===== src/pdot_pkg.sv =====
// Shared types and constants of the periodic deadline overrun tracker.
// No dependencies; imported by the controller, the datapath and the top level.
package pdot_pkg;

    localparam int TIME_W    = 64;
    localparam int REG_W     = 40;
    localparam int CFG_IDX_W = 8;
    localparam int DIV_STEPS = TIME_W;
    localparam int CNT_W     = $clog2(DIV_STEPS);

    localparam logic [REG_W-1:0] PERIOD_RESET = REG_W'(1000000);
    localparam logic [REG_W-1:0] OFFSET_RESET = '0;

    // configuration register indexes
    localparam logic [CFG_IDX_W-1:0] REG_PERIOD = CFG_IDX_W'(0);
    localparam logic [CFG_IDX_W-1:0] REG_OFFSET = CFG_IDX_W'(1);

    // item kinds
    localparam logic ACT_ARM    = 1'b0;
    localparam logic ACT_WAKEUP = 1'b1;

    // controller -> datapath commands
    typedef struct packed {
        logic load_in;    // latch the accepted item
        logic div_load_t; // start divide of the item's time stamp by period
        logic div_load_d; // start divide of (stamp - deadline) by period
        logic div_step;   // one restoring divide step
        logic sum_set;    // sum = stamp + (period - remainder)
        logic arm_set;    // deadline = sum + offset, armed
        logic cmp;        // diff = stamp - deadline, late flag
        logic wk_late;    // deadline = sum, missed = quotient
        logic wk_early;   // deadline = deadline + period
        logic out_load;   // copy results into the output register
    } t_cmd;

    // datapath -> controller status
    typedef struct packed {
        logic action;
        logic armed;
        logic late;
    } t_stat;

endpackage


===== src/pdot_ctrl.sv =====
// Sequencing controller of the periodic deadline overrun tracker.
// Depends on pdot_pkg; drives pdot_datapath through t_cmd and reads t_stat.
module pdot_ctrl
    import pdot_pkg::*;
(
    input  logic  i_clk,
    input  logic  i_rst_n,
    input  logic  i_valid,
    input  logic  i_action,
    output logic  o_stall,
    output logic  o_valid,
    input  logic  i_stall,
    input  t_stat i_stat,
    output t_cmd  o_cmd
);

    typedef enum logic [3:0] {
        S_IDLE,
        S_ARM_START,
        S_ARM_DIV,
        S_ARM_SUM,
        S_ARM_SET,
        S_WK_CMP,
        S_WK_DEC,
        S_WK_DIV,
        S_WK_SUM,
        S_WK_SET,
        S_OUT
    } t_state;

    t_state           r_state, n_state;
    logic [CNT_W-1:0] r_cnt, n_cnt;
    logic             r_valid, n_valid;
    logic             w_accept;
    logic             w_out_free;
    logic             w_div_last;

    assign o_stall    = (r_state != S_IDLE);
    assign o_valid    = r_valid;
    assign w_accept   = i_valid && (r_state == S_IDLE);
    assign w_out_free = !r_valid || !i_stall;
    assign w_div_last = (r_cnt == CNT_W'(DIV_STEPS - 1));

    // next state and commands
    always_comb begin
        n_state = r_state;
        n_cnt   = r_cnt;
        n_valid = r_valid && i_stall;
        o_cmd   = '0;
        case (r_state)
            S_IDLE: begin
                if (w_accept) begin
                    o_cmd.load_in = 1'b1;
                    if (!i_stat.armed) begin
                        n_state = S_ARM_START;
                    end else if (i_action == ACT_WAKEUP) begin
                        n_state = S_WK_CMP;
                    end else begin
                        n_state = S_OUT;
                    end
                end
            end
            S_ARM_START: begin
                o_cmd.div_load_t = 1'b1;
                n_cnt            = '0;
                n_state          = S_ARM_DIV;
            end
            S_ARM_DIV: begin
                o_cmd.div_step = 1'b1;
                n_cnt          = r_cnt + CNT_W'(1);
                if (w_div_last) begin
                    n_state = S_ARM_SUM;
                end
            end
            S_ARM_SUM: begin
                o_cmd.sum_set = 1'b1;
                n_state       = S_ARM_SET;
            end
            S_ARM_SET: begin
                o_cmd.arm_set = 1'b1;
                n_state       = (i_stat.action == ACT_WAKEUP) ? S_WK_CMP : S_OUT;
            end
            S_WK_CMP: begin
                o_cmd.cmp = 1'b1;
                n_state   = S_WK_DEC;
            end
            S_WK_DEC: begin
                if (i_stat.late) begin
                    o_cmd.div_load_d = 1'b1;
                    n_cnt            = '0;
                    n_state          = S_WK_DIV;
                end else begin
                    o_cmd.wk_early = 1'b1;
                    n_state        = S_OUT;
                end
            end
            S_WK_DIV: begin
                o_cmd.div_step = 1'b1;
                n_cnt          = r_cnt + CNT_W'(1);
                if (w_div_last) begin
                    n_state = S_WK_SUM;
                end
            end
            S_WK_SUM: begin
                o_cmd.sum_set = 1'b1;
                n_state       = S_WK_SET;
            end
            S_WK_SET: begin
                o_cmd.wk_late = 1'b1;
                n_state       = S_OUT;
            end
            S_OUT: begin
                // wait until the output register is free
                if (w_out_free) begin
                    o_cmd.out_load = 1'b1;
                    n_valid        = 1'b1;
                    n_state        = S_IDLE;
                end
            end
            default: begin
                n_state = S_IDLE;
            end
        endcase
    end

    // state and registered outputs
    always_ff @(posedge i_clk) begin
        if (!i_rst_n) begin
            r_state <= S_IDLE;
            r_cnt   <= '0;
            r_valid <= 1'b0;
        end else begin
            r_state <= n_state;
            r_cnt   <= n_cnt;
            r_valid <= n_valid;
        end
    end

endmodule


===== src/pdot_datapath.sv =====
// Datapath of the periodic deadline overrun tracker: configuration, deadline
// state, a shared restoring divider and the output register. Depends on pdot_pkg.
module pdot_datapath
    import pdot_pkg::*;
(
    input  logic                 i_clk,
    input  logic                 i_rst_n,
    input  logic                 i_cfg_we,
    input  logic [CFG_IDX_W-1:0] i_cfg_index,
    input  logic [REG_W-1:0]     i_cfg_data,
    input  logic                 i_action,
    input  logic [TIME_W-1:0]    i_stamp_ns,
    input  t_cmd                 i_cmd,
    output t_stat                o_stat,
    output logic [TIME_W-1:0]    o_missed_count,
    output logic [TIME_W-1:0]    o_next_deadline,
    output logic                 o_armed
);

    logic [REG_W-1:0]  r_period;
    logic [REG_W-1:0]  r_offset;
    logic              r_armed;
    logic [TIME_W-1:0] r_deadline;
    logic              r_action;
    logic [TIME_W-1:0] r_time;
    logic [TIME_W-1:0] r_missed;
    logic [TIME_W-1:0] r_diff;
    logic              r_late;
    logic [TIME_W-1:0] r_sum;
    logic [REG_W-1:0]  r_rem;
    logic [TIME_W-1:0] r_quo;
    logic [TIME_W-1:0] r_out_missed;
    logic [TIME_W-1:0] r_out_deadline;
    logic              r_out_armed;

    logic [REG_W-1:0]  w_period;
    logic [REG_W:0]    w_rem_sh;
    logic              w_ge;
    logic [REG_W:0]    w_rem_sub;
    logic [TIME_W:0]   w_diff;

    // a zero period counts as one
    assign w_period = (r_period == '0) ? REG_W'(1) : r_period;

    // one restoring divide step
    assign w_rem_sh  = {r_rem, r_quo[TIME_W-1]};
    assign w_ge      = (w_rem_sh >= {1'b0, w_period});
    assign w_rem_sub = w_rem_sh - {1'b0, w_period};

    // stamp - deadline with borrow
    assign w_diff = {1'b0, r_time} - {1'b0, r_deadline};

    // configuration registers
    always_ff @(posedge i_clk) begin
        if (!i_rst_n) begin
            r_period <= PERIOD_RESET;
            r_offset <= OFFSET_RESET;
        end else if (i_cfg_we) begin
            case (i_cfg_index)
                REG_PERIOD: r_period <= i_cfg_data;
                REG_OFFSET: r_offset <= i_cfg_data;
                default: ;
            endcase
        end
    end

    // deadline state
    always_ff @(posedge i_clk) begin
        if (!i_rst_n) begin
            r_armed    <= 1'b0;
            r_deadline <= '0;
        end else begin
            if (i_cmd.arm_set) begin
                r_armed    <= 1'b1;
                r_deadline <= r_sum + {{(TIME_W-REG_W){1'b0}}, r_offset};
            end else if (i_cmd.wk_late) begin
                r_deadline <= r_sum;
            end else if (i_cmd.wk_early) begin
                r_deadline <= r_deadline + {{(TIME_W-REG_W){1'b0}}, w_period};
            end
        end
    end

    // item, compare and sum registers
    always_ff @(posedge i_clk) begin
        if (i_cmd.load_in) begin
            r_action <= i_action;
            r_time   <= i_stamp_ns;
        end
        if (i_cmd.load_in) begin
            r_missed <= '0;
        end else if (i_cmd.wk_late) begin
            r_missed <= r_quo;
        end
        if (i_cmd.cmp) begin
            r_diff <= w_diff[TIME_W-1:0];
            r_late <= !w_diff[TIME_W] && (w_diff[TIME_W-1:0] != '0);
        end
        // remainder < period, so period - remainder fits the register width
        if (i_cmd.sum_set) begin
            r_sum <= r_time + {{(TIME_W-REG_W){1'b0}}, w_period - r_rem};
        end
    end

    // shared divider: quotient shifts out the dividend, remainder builds up
    always_ff @(posedge i_clk) begin
        if (i_cmd.div_load_t) begin
            r_quo <= r_time;
            r_rem <= '0;
        end else if (i_cmd.div_load_d) begin
            r_quo <= r_diff;
            r_rem <= '0;
        end else if (i_cmd.div_step) begin
            r_quo <= {r_quo[TIME_W-2:0], w_ge};
            r_rem <= w_ge ? w_rem_sub[REG_W-1:0] : w_rem_sh[REG_W-1:0];
        end
    end

    // output register
    always_ff @(posedge i_clk) begin
        if (i_cmd.out_load) begin
            r_out_missed   <= r_missed;
            r_out_deadline <= r_deadline;
            r_out_armed    <= r_armed;
        end
    end

    assign o_stat.action   = r_action;
    assign o_stat.armed    = r_armed;
    assign o_stat.late     = r_late;
    assign o_missed_count  = r_out_missed;
    assign o_next_deadline = r_out_deadline;
    assign o_armed         = r_out_armed;

endmodule


===== src/periodic_deadline_overrun_tracker.sv =====
// Top level of the periodic deadline overrun tracker.
// Depends on pdot_pkg, pdot_ctrl and pdot_datapath.
//
// Tracks one periodic deadline in nanoseconds. An arm item (action 0) sets the
// deadline to the next whole multiple of period_ns after the item's time stamp
// plus offset_ns; it is ignored once armed. A wakeup item (action 1) arms first
// if needed, then reports the whole periods missed past the deadline and moves
// the deadline forward by missed + 1 periods, wrapping modulo 2^64. Every item
// gives one result. Remainder and missed count come from one shared restoring
// divider that retires one quotient bit a cycle. An arm item divides its time
// stamp by the period, forms the sum and sets the deadline; an on-time wakeup
// compares and steps the deadline by one period; a late wakeup compares,
// divides the overrun, forms the sum and sets the deadline; an unarmed wakeup
// arms first. An ignored arm goes straight to the output. A finished item waits
// in its last state while the previous result is still stalled. One item is in
// work at a time; the output register holds a finished result while the next
// item is taken. Configuration writes are always ready; the user must make them
// only while the block is idle, which the block itself does not enforce.
module periodic_deadline_overrun_tracker
    import pdot_pkg::*;
(
    input  logic                 i_clk,
    input  logic                 i_rst_n,
    // configuration write
    input  logic                 i_cfg_valid,
    output logic                 o_cfg_ready,
    input  logic [CFG_IDX_W-1:0] i_cfg_index,
    input  logic [REG_W-1:0]     i_cfg_data,
    // input items
    input  logic                 i_valid,
    output logic                 o_stall,
    input  logic                 i_action,
    input  logic [TIME_W-1:0]    i_stamp_ns,
    // result items
    output logic                 o_valid,
    input  logic                 i_stall,
    output logic [TIME_W-1:0]    o_missed_count,
    output logic [TIME_W-1:0]    o_next_deadline,
    output logic                 o_armed
);

    t_cmd  w_cmd;
    t_stat w_stat;

    assign o_cfg_ready = 1'b1;

    pdot_ctrl u_ctrl (
        .i_clk    (i_clk),
        .i_rst_n  (i_rst_n),
        .i_valid  (i_valid),
        .i_action (i_action),
        .o_stall  (o_stall),
        .o_valid  (o_valid),
        .i_stall  (i_stall),
        .i_stat   (w_stat),
        .o_cmd    (w_cmd)
    );

    pdot_datapath u_datapath (
        .i_clk           (i_clk),
        .i_rst_n         (i_rst_n),
        .i_cfg_we        (i_cfg_valid && o_cfg_ready),
        .i_cfg_index     (i_cfg_index),
        .i_cfg_data      (i_cfg_data),
        .i_action        (i_action),
        .i_stamp_ns      (i_stamp_ns),
        .i_cmd           (w_cmd),
        .o_stat          (w_stat),
        .o_missed_count  (o_missed_count),
        .o_next_deadline (o_next_deadline),
        .o_armed         (o_armed)
    );

endmodule


===== config.mk =====
export PLATFORM = sky130hd
export DESIGN_NAME = periodic_deadline_overrun_tracker
export DESIGN_NICKNAME = d
export VERILOG_FILES = /design/src/pdot_pkg.sv /design/src/pdot_ctrl.sv /design/src/pdot_datapath.sv /design/src/periodic_deadline_overrun_tracker.sv
export SDC_FILE = /design/constraint.sdc
export NUM_CORES = 2
export LEC_CHECK = 0
export BUFFER_PORTS_ARGS = -buffer_cell sky130_fd_sc_hd__buf_2
export CORE_MARGIN = 5
export CORE_UTILIZATION = 56
export DETAILED_ROUTE_END_ITERATION = 16
export PLACE_DENSITY = 0.75
export SLEW_MARGIN = 30
export SYNTH_ARGS = -nofsm -noshare
export SYNTH_HDL_FRONTEND = slang
export SYNTH_SLANG_ARGS = --single-unit

===== constraint.sdc =====
create_clock -name i_clk -period 8.11 [get_ports i_clk]
set_input_delay 1.622 -clock i_clk [delete_from_list [all_inputs] [get_ports i_clk]]
set_output_delay 1.622 -clock i_clk [all_outputs]
set_load 0.03 [all_outputs]

After elaboration in Yosys (flattened, before gate mapping)

Index checks and enable logic that the tools add are counted.

Add/subtract/negate cells: 7
Order comparisons: 1
Equality and inequality tests: 17
Mux-type cells: 35
Reductions and logical operators: 22

Operators by type and width:

| kind                                                            | number |
|---|---|
| 64-bit 2-to-1 mux                                               | 6 |
| 64-bit by 40-bit adder with 64-bit output                       | 3 |
| 40-bit 2-to-1 mux                                               | 2 |
| 40-bit subtractor                                               | 2 |
| 64-bit by 64-bit subtractor with 65-bit output                  | 1 |
| 64-bit nonzero test                                             | 1 |
| 4-bit one-hot mux with 11 select lines                          | 1 |
| 41-bit by 40-bit >= comparator with 1-bit output                | 1 |
| 40-bit zero test                                                | 1 |
| 4-bit 2-to-1 mux                                                | 8 |
| 6-bit one-hot mux with 3 select lines                           | 1 |
| 4-bit by 3-bit == test with 1-bit output, second input constant | 4 |
| 1-bit 2-to-1 mux                                                | 16 |
| 4-bit == test, second input constant                            | 3 |
| 2-bit by 1-bit != test with 1-bit output, second input constant | 5 |
| 3-bit nonzero test                                              | 3 |
| 4-bit by 2-bit == test with 1-bit output, second input constant | 2 |
| 8-bit by 1-bit == test with 1-bit output, second input constant | 1 |
| 8-bit zero test                                                 | 1 |
| 6-bit by 1-bit adder with 6-bit output, second input constant   | 1 |
| 6-bit == test, second input constant                            | 1 |
| 6-bit 2-to-1 mux                                                | 1 |
| 2-bit AND reduction                                             | 3 |
| 2-bit OR reduction                                              | 3 |
| other kinds (7)                                                 | 11 |

Bits in registers: 647
Input bits: 118
Output and inout port bits: 132
Logic and storage cells: 100

Longest topological paths before layout

Depth in word-level cells: 6
Gate-level depth with buffers: 32
Mapped depth without buffers: 32

By module

From an unflattened synthesis, not the netlist that was laid out.

Cell total of the unflattened synthesis: 4334
Area, all modules: 40096.0 um^2

Modules (own cells, without submodules):

| module                            | times used | cells an instance | area an instance (um^2) | seq. area each (um^2) |
|---|---|---|---|---|
| pdot_datapath                     | 1          | 4221              | 39222.6                 | 16605.9 |
| pdot_ctrl                         | 1          | 111               | 862.1                   | 220.2 |
| periodic_deadline_overrun_tracker | 1          | 2                 | 11.3                    | 0.0 |

Least setup slack after synthesis

OpenSTA, ideal clock, no wires.

Kind: input to register
Start: input i_stall
End: register u_datapath.r_out_armed (netlist: u_datapath.o_armed) (enable)
Setup time: 0.660 ns
Arrival: 7.695 ns
Required time: 7.450 ns
Setup slack: -0.245 ns
Stages: 1
Path buffers: 0
Cells stage by stage: a21oi_1

Word-level cells in the longest chain between the ends: 4

Ends and longest elaborated chain:

| item                 | line                                    | RTL |
|---|---|---|
| start, declared      | periodic_deadline_overrun_tracker.sv:36 | `input logic i_stall,` |
| 1-bit zero test      | pdot_ctrl.sv:41                         | `assign w_out_free = !r_valid \|\| !i_stall;` |
| 1-bit logical OR     | pdot_ctrl.sv:41                         |  |
| 1-bit 2-to-1 mux     | pdot_ctrl.sv:114                        | `if (w_out_free) begin` |
| 1-bit 2-to-1 mux     | pdot_ctrl.sv:50                         | `case (r_state)` |
| end signal, assigned | pdot_datapath.sv:124                    | `r_out_armed <= r_armed;` |
| end, declared        | pdot_datapath.sv:34                     | `logic r_out_armed;` |

No other way between the ends.
A chain may end at the register's enable or synchronous reset.

Worst setup path after layout

Start: register u_datapath.r_period[32]
End: register u_datapath.r_sum[60] (data pin)

Word-level cells in the longest chain between the ends: 4

Ends and longest elaborated chain:

| item                                        | line                 | RTL |
|---|---|---|
| start, declared                             | pdot_datapath.sv:20  | `logic [REG_W-1:0] r_period;` |
| start signal, assigned                      | pdot_datapath.sv:60  | `REG_PERIOD: r_period <= i_cfg_data;` |
| 40-bit zero test                            | pdot_datapath.sv:43  | `assign w_period = (r_period == '0) ? REG_W'(1) : r_period;` |
| 40-bit 2-to-1 mux *                         | pdot_datapath.sv:43  |  |
| 40-bit subtractor *                         | pdot_datapath.sv:101 | `r_sum <= r_time + {{(TIME_W-REG_W){1'b0}}, w_period - r_rem};` |
| 64-bit by 40-bit adder with 64-bit output * | pdot_datapath.sv:101 |  |
| end signal, assigned                        | pdot_datapath.sv:101 |  |
| end, declared                               | pdot_datapath.sv:29  | `logic [TIME_W-1:0] r_sum;` |

Mark *: on every way between the ends. The rest lies on a longest branch, timed or not.

==> flow_summary.ini <==
[status]
status = finished clean

[routing]
ant_nets = 0
routed_wl_mm = 130
drc_errors = 0
avgRoutedWirePerCell_um = 23.6
drt_pass1_iterations = 9
viasPerCell = 6.29
vias = 34833
drtIter0Drc = 3617

[sta]
worst_pin_slew_ps = 1010
period_share_pct = 93.3
fmaxAchievable_mhz = 132
setup_slack_ps = 543
slew_headroom_pct = 32.5
finalClockSkew_ps = 28.7
slew_viol_final = 0
grt_setup_unrepaired = no
hold_viol = 0
fin_hold_ws_ps = 429
fin_crit_ps = 7570
setup_viol = 0
fin_setup_tns_ps = 0

[clock_network]
path_clk_slew_ps = 60
insertion_delay_ps = 640
cts_sinks = 647
clk_path_buf_depth = 3
cts_max_level = 3
cts_tree = yes
cts_buffers = 72
hold_buffers = 0
cts_resized = 0
root_buffer = clkbuf_16
post_cts_buffers = 0

[finish]
design_area_sq_um = 44400
utilization_pct = 62.4
antenna_cells = 0
nNetsFinal = 4926
drive_gt1_share_pct = 10.2
area_growth_pct = 11.1
instances_no_fill = 5539

[power_and_ir_drop]
swShare_pct = 39.7
vdd_drop_max_mv = 0.237
p_int_mw = 8.67
cellPowerDensity_nw_per_um2 = 324
clkPwrFrac_pct = 24.5
power_frac_seq_pct = 32.8
leakage_nw = 17.8
switching_power_mw = 5.72
total_power_mw = 14.4
pwr-share-comb_pct = 42.7

[worst_setup_path]
critPathMaxFanout = 10
startpoint_type = flip-flop
crit_buf_inv = 2
ff2ff_path_depth = 30
arrival_ps = 7930
path_class = reg -> reg
crit_family = compound AO/OA/AOI/OAI gates
r2r_end = u_datapath.r_sum[60]$_DFFE_PP_
crit_path_frequent_cell = o21ai_0
crit_cells = 30
r2r_slack_ps = 540
worstPathRequired_ps = 8470
cp_slowest_cell = a21oi_1
endpoint = u_datapath.r_sum[60]$_DFFE_PP_
r2r-start = u_datapath.r_period[32]$_SDFFE_PN0P_
cpPeakStageDelay_ps = 680
cp-end-kind = flip-flop
startpoint = u_datapath.r_period[32]$_SDFFE_PN0P_

[global_routing]
grt_pass1_wl_mm = 194
grt_usage_pct = 32.3
overflow = 0
grt_max_degree = 130
grt_pass1_vias = 32936
antenna_found_initial = 3

[die]
io_pins = 250
coreArea_sq_um = 71100
rows = 98
die-area_sq_um = 76800
fp.dieH_um = 277
start_util_pct = 56.2
die_w_um = 277

[min_path]
whs_path_depth = 0
hold_class = reg -> reg

[place]
io_buffer_count = 248
dpl_worst_slack_ps = 833
place_inst = 5405
gp_congestion = 1.03
place_area_sq_um = 41800
dpl.hpwl_mm = 99.1

[synthesis]
synthDistinctLibCells = 101
synth_fa_ha_area_share_pct = 8.85
synth_xor_area_share_pct = 5.72
synth_edf_count = 387
netlist_instances = 4408
synth_compound_area_share_pct = 21.8
synth-seq-cells = 647
synthFlopType = edfxtp_1
synth_mux_area_share_pct = 1.87
async_flop_share_pct = 0
synth.area.top_cells = edfxtp_1 (29%), dfxtp_1 (13%), ha_1 (8.5%)
synth_area_leader_cell = edfxtp_1
avgSynthCellArea_sq_um = 9.07
synth_top_area_share_pct = 29.1
ys_seq_area_share_pct = 42.1
syn-cell-area_sq_um = 40000
syn-num-nets = 4805
synth_top_family_by_area = compound AO/OA/AOI/OAI gates
ys_warn_count = 0
synth-simple-area-share_pct = 15.4

[run]
drv_cap = 0
[flip-flops by register name, summed over array words and instances, names as in the netlist, 64 cells and up]
name and count:
u_datapath.o_missed_count 64, u_datapath.o_next_deadline 64, u_datapath.r_deadline 64, u_datapath.r_diff 64, u_datapath.r_missed 64, u_datapath.r_quo 64
u_datapath.r_sum 64, u_datapath.r_time 64
[how the worst min path moves through the flow]
stage                                                    start                                      end
after detailed placement  u_datapath.r_missed[35]$_SDFFE_PP0P_  u_datapath.o_missed_count[35]$_DFFE_PP_
after global routing      u_datapath.r_missed[35]$_SDFFE_PP0P_  u_datapath.o_missed_count[35]$_DFFE_PP_
final                     u_datapath.r_missed[50]$_SDFFE_PP0P_  u_datapath.o_missed_count[50]$_DFFE_PP_
after global placement    u_datapath.r_missed[62]$_SDFFE_PP0P_  u_datapath.o_missed_count[62]$_DFFE_PP_
after CTS                 u_datapath.r_missed[35]$_SDFFE_PP0P_  u_datapath.o_missed_count[35]$_DFFE_PP_
after floorplan            u_datapath.r_missed[0]$_SDFFE_PP0P_   u_datapath.o_missed_count[0]$_DFFE_PP_
[final cells by class]
cell class / count / area, sq um
clock inverters: 44 / 621
clock buffers: 90 / 1940
repair buffers: 275 / 1460
well taps: 950 / 1190
flip-flops and latches: 647 / 16800
fillers: 6147 / 26700
multi-input cells: 3310 / 21500
inverters: 223 / 842
[cells in the final DEF, fill, tap and decap left out, drive strengths merged, types with 10 or more instances in the layout]
cell,n
and2,25
or4,10
nor3,71
or2,15
a211oi,53
mux2i,70
buf,275
ha,273
dfxtp,260
and4,10
xnor2,162
and3,45
nand2b,38
nor2b,36
nand4,63
o21ai,245
clkinv,24
edfxtp,387
nor2,245
nand3,90
a31oi,52
bufinv,11
o21bai,37
nand2,605
xor2,98
or3,19
o21a,39
a21o,188
o211ai,52
a21oi,467
nor4,30
a2111oi,11
clkbuf,90
o31ai,27
inv,229
a221oi,17
a311oi,14
o22ai,43
[synthesized netlist by cell type, types with 26 or more instances]
library cell and instances:
nand2_1 605, a21oi_1 462, edfxtp_1 387, ha_1 273, dfxtp_1 260, nor2_1 245, o21ai_0 231, inv_1 221
clkbuf_1 197, a21o_1 188, xnor2_1 162, xor2_1 97, nand3_1 90, nor3_1 71, mux2i_1 70, nand4_1 62
a211oi_1 52, o211ai_1 52, a31oi_1 50, and3_1 45, o22ai_1 43, o21a_1 39, nand2b_1 38, nor2b_1 36
o21bai_1 36, nor4_1 27, o31ai_1 26
[cell families (layout without fill, tap and decap cells)]
family | after synthesis | in the layout
multiplexers | 74 | 74
other | 1 | 1
flip-flops | 647 | 647
adder cells (fa/ha/maj) | 279 | 279
XOR/XNOR | 260 | 260
AO/OA/AOI/OAI | 1365 | 1365
buffers and inverters | 451 | 632
AND/OR/NAND/NOR | 1331 | 1331
[layer usage]
| metal | vias up | wire length (um) | track usage [%] |
|---|---|---|---|
| met2 | 1613 | 62700 | 55.3 |
| met3 | 472 | 9280 | 5.00 |
| met5 | - | 29 | 0 |
| li1 | 16356 | - | - |
| met4 | 4 | 10200 | 20.9 |
| met1 | 16388 | 48300 | 37.9 |
[power groups by stage]
stage	logic (mW)	registers (mW)	clock network [mW]
floorplan	4.58	4.54	0
finish	6.14	4.71	3.53
global placement	5.94	4.77	0
CTS	6.05	4.71	3.57
global route	6.72	4.73	3.71
detailed placement	5.98	4.77	0
Note: power is estimated with default switching activity, not from simulation.
